`src/rtl/core/cbad_pkg.sv`:
```
`timescale 1ns / 1ps
// ----------------------------------------------------------------------------
// cbad_pkg
// Types and constants shared by the bus address decoder core and its parts.
// ----------------------------------------------------------------------------
package cbad_pkg;

    typedef enum logic [2:0] {
        OP_RD_BYTE  = 3'd0,
        OP_RD_WORD  = 3'd1,
        OP_WR_BYTE  = 3'd2,
        OP_WR_WORD  = 3'd3,
        OP_LOAD_ROM = 3'd4
    } op_t;

    typedef enum logic [1:0] {
        ST_OK       = 2'd0,
        ST_ROM_END  = 2'd1,
        ST_UNMAPPED = 2'd2,
        ST_FM       = 2'd3
    } status_t;

    typedef enum logic [1:0] {
        TGT_NONE = 2'd0,
        TGT_ROM  = 2'd1,
        TGT_SND  = 2'd2,
        TGT_MAIN = 2'd3
    } tgt_t;

    // Decoded access, passed from the decoder to the sequencer.
    typedef struct packed {
        tgt_t    target;
        logic    mem_write;
        logic    is_word;
        status_t status;
        logic    misaligned;
        logic    vstrobe;
        logic    vsel;
    } dec_t;

    localparam logic [23:0] SND_RAM_END = 24'hA02000;
    localparam logic [23:0] FM_LOW      = 24'hA04000;
    localparam logic [23:0] FM_HIGH     = 24'hA05000;
    localparam logic [23:0] PORT_MASK   = 24'hFFFFFC;
    localparam logic [23:0] VDP_DATA    = 24'hC00000;
    localparam logic [23:0] VDP_CTRL    = 24'hC00004;

    // Register select bit of the configuration port (word index 0).
    localparam logic        REG_ROM_BYTES = 1'b0;

endpackage

```
`src/rtl/core/cbad_decode.sv`:
```
`timescale 1ns / 1ps
// ----------------------------------------------------------------------------
// cbad_decode
// Region and operation decode of one bus access.
// ----------------------------------------------------------------------------
module cbad_decode (
    input  logic [2:0]    operation,
    input  logic [23:0]   bus_address,
    input  logic [22:0]   rom_bytes_present,
    output cbad_pkg::dec_t dec
);
    import cbad_pkg::*;

    logic       is_word;
    logic       is_read;
    logic       is_write;
    logic [3:0] region;

    assign is_word  = (operation == OP_RD_WORD) || (operation == OP_WR_WORD);
    assign is_read  = (operation == OP_RD_BYTE) || (operation == OP_RD_WORD);
    assign is_write = (operation == OP_WR_BYTE) || (operation == OP_WR_WORD);
    assign region   = bus_address[23:20];

    always_comb
    begin
        dec            = '0;
        dec.target     = TGT_NONE;
        dec.status     = ST_UNMAPPED;
        dec.is_word    = is_word;
        dec.misaligned = is_word && bus_address[0];

        if (operation == OP_LOAD_ROM)
        begin
            dec.target    = TGT_ROM;
            dec.mem_write = 1'b1;
            dec.status    = ST_OK;
        end
        else if (is_read || is_write)
        begin
            case (region) inside
                [4'h0:4'h3]:
                begin
                    // Only the first byte is checked against the image size.
                    if (is_read)
                    begin
                        if (bus_address >= {1'b0, rom_bytes_present})
                        begin
                            dec.status = ST_ROM_END;
                        end
                        else
                        begin
                            dec.status = ST_OK;
                            dec.target = TGT_ROM;
                        end
                    end
                end
                4'hA:
                begin
                    if (!is_word)
                    begin
                        if (bus_address < SND_RAM_END)
                        begin
                            dec.target    = TGT_SND;
                            dec.mem_write = is_write;
                            dec.status    = ST_OK;
                        end
                        else if (bus_address >= FM_LOW && bus_address < FM_HIGH)
                        begin
                            dec.status = ST_FM;
                        end
                    end
                end
                [4'hC:4'hD]:
                begin
                    if (operation == OP_WR_WORD)
                    begin
                        if ((bus_address & PORT_MASK) == VDP_DATA)
                        begin
                            dec.status  = ST_OK;
                            dec.vstrobe = 1'b1;
                        end
                        else if ((bus_address & PORT_MASK) == VDP_CTRL)
                        begin
                            dec.status  = ST_OK;
                            dec.vstrobe = 1'b1;
                            dec.vsel    = 1'b1;
                        end
                    end
                end
                [4'hE:4'hF]:
                begin
                    dec.target    = TGT_MAIN;
                    dec.mem_write = is_write;
                    dec.status    = ST_OK;
                end
                default:
                begin
                    dec.status = ST_UNMAPPED;
                end
            endcase
        end
    end

endmodule

```
`config.mk`:
```
export PLATFORM = sky130hd
export DESIGN_NAME = cbad_decode
export DESIGN_NICKNAME = d
export VERILOG_FILES = /design/src/rtl/core/cbad_pkg.sv /design/src/rtl/core/cbad_decode.sv
export SDC_FILE = /design/constraint.sdc
export NUM_CORES = 1
export LEC_CHECK = 0
export ABC_AREA = 1
export BUFFER_PORTS_ARGS = -buffer_cell sky130_fd_sc_hd__buf_4
export CORE_MARGIN = 10
export CORE_UTILIZATION = 47
export DETAILED_ROUTE_END_ITERATION = 6
export MAX_ROUTING_LAYER = met4
export PLACE_DENSITY = 0.95
export SLEW_MARGIN = 25
export SYNTH_ARGS = -nofsm -noshare
export SYNTH_HDL_FRONTEND = slang
export SYNTH_SLANG_ARGS = --single-unit
```
`constraint.sdc`:
```
create_clock -name vclk -period 1.3
set_input_delay 0.13 -clock vclk [all_inputs]
set_output_delay 0.13 -clock vclk [all_outputs]
set_load 0.05 [all_outputs]
```
==> results of run 1 <==
logic make-up after synthesis:
logic type | Yosys count | share of synthesized area
simple gates | 91 | 0.433
buf+inv | 50 | 0.195
fa+ha+maj | 23 | 0.282
compound gates | 14 | 0.0896
through the flow:
step	hold slack [ps]	area, um2	TNS [ps]
floorplan	443	1050	-335
global placement	631	1650	-1280
detailed placement	641	1650	-1410
Yosys cell counts, drive strengths merged:
master	instances
inv	48
nand2	44
ha	23
nor2	22
a21oi	10
nand3	8
nand4	6
nor3	5
buf	2
nor4	2
o21ai	2
or2	2
a21o	1
nand2b	1
nor3b	1
o31ai	1
==> results.py, run 1 <==
metrics = {
    "place": {
        "port_buffers": 59,
        "gp_congestion": 0.830,
        "dpl.hpwl_um": 2930,
        "place_inst": 280,
        "post-place-ws_ps": -366,
    },
    "floorplan": {
        "boundaryPins": 59,
        "initial_core_util": 0.504,
        "rows": 16,
        "fp.dieW_um": 66.6,
        "dieHeight_um": 66.6,
    },
    "outcome": {
        "outcome": "aborted with a tool error",
        "haltStage": "4_1_cts",
        "tool.error": "[ERROR DPL-0038] Utilization greater than 100%, impossible to legalize",
    },
    "clocking": {
        "postCtsHoldBufs": 0,
        "cts_setup_buffers": 1,
        "cts-resized-gates": 75,
    },
    "synthesis": {
        "yosys-top-cells-area": "ha_1 28%, inv_1 17%, nand2_1 16%",
        "ys_warn_count": 0,
        "synthesis.area_um2": 1020,
        "syn_nets": 251,
        "avgSynthCellArea_um2": 5.73,
        "ys_types": 25,
        "syn_inst": 178,
        "yosys.area.top_type": "ha_1",
        "synth-seq-area-share": 0,
        "synth.top_cell.area_share": 0.282,
    },
}
==> run 2, diff against run 1 <==
CORE_AREA = 10 10 71 73   (was unset)
CORE_MARGIN = unset   (was 10)
CORE_UTILIZATION = unset   (was 47)
DIE_AREA = 0 0 81 83   (was unset)
MAX_ROUTING_LAYER = unset   (was met4)
PLACE_DENSITY = unset   (was 0.95)
PLACE_DENSITY_LB_ADDON = 0.15   (was unset)
==> run 2 against run 1 <==
  * The flow now finishes, with violations (negative setup slack)
  * Area after synthesis did not move
  * Synthesized cell count is the same
==> results.py, run 2 <==
metrics = {
    "synthesis": {
        "synth-seq-area-share": 0,
        "synthesis.area_um2": 1020,
        "netlist_top_cells_count": "47 x inv_1, 44 x nand2_1, 23 x ha_1, 21 x nor2_1, 8 x a21oi_1",
        "yosys-top-cells-area": "ha_1 28%, inv_1 17%, nand2_1 16%",
        "yosys.area.top_type": "ha_1",
        "syn_inst": 178,
        "post-synth-top-count-cell": "inv_1",
        "ys_types": 25,
        "synth.top_cell.area_share": 0.282,
        "avgSynthCellArea_um2": 5.73,
        "syn_nets": 251,
        "ys_warn_count": 0,
    },
    "place": {
        "dpl.hpwl_um": 2870,
        "port_buffers": 59,
        "gp_congestion": 0.797,
        "post-place-ws_ps": -325,
    },
    "layout": {
        "layout-drive-gt1-share": 0.642,
        "diodes": 0,
        "syn_to_final_growth_pct": 112,
        "mostFrequentLayoutCells": "63 x buf_4, 29 x nand2_1, 28 x inv_1",
        "seq_cell_count": 0,
        "regArea_um2": 0,
        "clockBufferCount": 0,
        "final_util": 0.596,
        "final_common_cell": "buf_4",
        "nNetsFinal": 332,
    },
    "drt": {
        "drt-total-wl_um": 3540,
        "via_count": 1301,
        "viasPerCell": 4.27,
        "ant_nets": 0,
        "drt_iter0_markers": 37,
        "drc": 0,
        "wire_per_inst_um": 11.6,
        "firstDrtPassIters": 4,
    },
    "setup_path": {
        "critPathRequiredTime_ps": 1170,
        "crit_fanout": 2,
        "path_class": "in -> out",
        "end_kind": "output port",
        "cp_data_arrival_time_ps": 1420,
        "startpoint_type": "input port",
    },
    "timing": {
        "maxSlewHeadroom": 0.779,
        "drv_slew": 0,
        "worst_hold_slack_ps": 599,
        "grt_setup_unrepaired": "yes",
        "fin_ws_ps": -250,
        "hold_viol": 0,
        "min_period_ps": 1550,
        "worst_slew_pin_slew_ps": 331,
        "finalSetupViolations": 7,
        "fmax_mhz": 645,
        "timing.final.crit_share": 1.19,
    },
    "outcome": {
        "outcome": "finished, violations left",
        "violations": "negative setup slack",
    },
    "floorplan": {
        "boundaryPins": 59,
        "dieArea_um2": 6720,
        "fp.dieW_um": 81,
        "dieHeight_um": 83,
        "core_area_um2": 3630,
        "rows": 22,
        "initial_core_util": 0.281,
    },
    "grt": {
        "grt-ovfl-total": 0,
        "grt_pass1_wl_um": 5640,
        "antenna_found_initial": 0,
        "grt_max_degree": 6,
        "track_usage": 0.0952,
        "grt_pass1_vias": 1338,
    },
    "power": {
        "power_frac_comb": 1.000,
        "p_leak_nw": 1.08,
        "p_int_w": 0.000354,
        "clockPowerShare": 0,
        "switching_share": 0.472,
        "switchingPower_w": 0.000316,
        "p_per_area_nw_per_um2": 309,
        "p_seq_frac": 0,
        "power.ir.vdd_worst_mv": 0.126,
    },
    "flow_run": {
        "cap_violations": 0,
    },
    "min_path": {
        "hp-class": "in -> out",
    },
}
==> run 2: cell families (layout without fill, tap and decap cells) <==
family | count (synthesis) | after routing | share of synthesized area
compound gates | 14 | 14 | 0.0896
fa+ha+maj | 23 | 23 | 0.282
buf+inv | 50 | 129 | 0.195
simple gates | 91 | 91 | 0.433
==> run 2: power by group through the flow <==
stage          Combinational (W)  Sequential [W]  Clock, W
3_5_place_dp            0.000476               0         0
5_1_grt                 0.000751               0         0
3_3_place_gp            0.000475               0         0
4_1_cts                 0.000587               0         0
6_report                0.000670               0         0
2_1_floorplan           0.000249               0         0
==> run 2: critical path, cell delays in order <==
cell and delay [ps]:
buf_4 90, inv_4 30, ha_4 250, nand4_1 130, nand2b_4 180, nor2_2 90
nand2_2 70, nand4_1 90, nand2_1 70, nand2_2 80, nand2_4 50, buf_8 150
==> run 2: path summary, 6_finish.rpt <==
check,start,depth (start not counted),end
setup / recovery,rom_bytes_present[22],12,dec[7]
hold / removal,operation[2],3,dec[5]
==> run 2: final cells by class <==
type | instances | area (um2)
Timing Repair Buffer | 81 | 687
Fill cell | 358 | 1470
Tap cell | 48 | 60.1
Multi-Input combinational cell | 128 | 1230
Inverter | 48 | 188
==> run 2: repair_timing <==
item,in CTS,in global routing
hold buffers,0,0
buffers inserted,2,2
resized for setup,58,37
setup endpoints to repair,7,7
pin swaps,25,31
==> run 2: layer usage <==
| layer | vias up | part of all wire | global-route usage |
|---|---|---|---|
| met4 | 0 | 0 | 0 |
| li1 | 714 | - | - |
| met5 | - | 0 | 0 |
| met3 | 0 | 0.068 | 0.0183 |
| met2 | 33 | 0.50 | 0.175 |
| met1 | 554 | 0.43 | 0.115 |
==> run 2: metrics by stage <==
step,power (W),cell area [um2],TNS (ps),instances
finish,0.000670,2170,-1150,305
global route,0.000751,2170,-1630,305
detailed placement,0.000476,1670,-1370,301
floorplan,0.000249,1050,-335,178
global placement,0.000475,1670,-1310,301
CTS,0.000587,2020,-913,303
No activity file was read; power rests on OpenSTA's default activity.
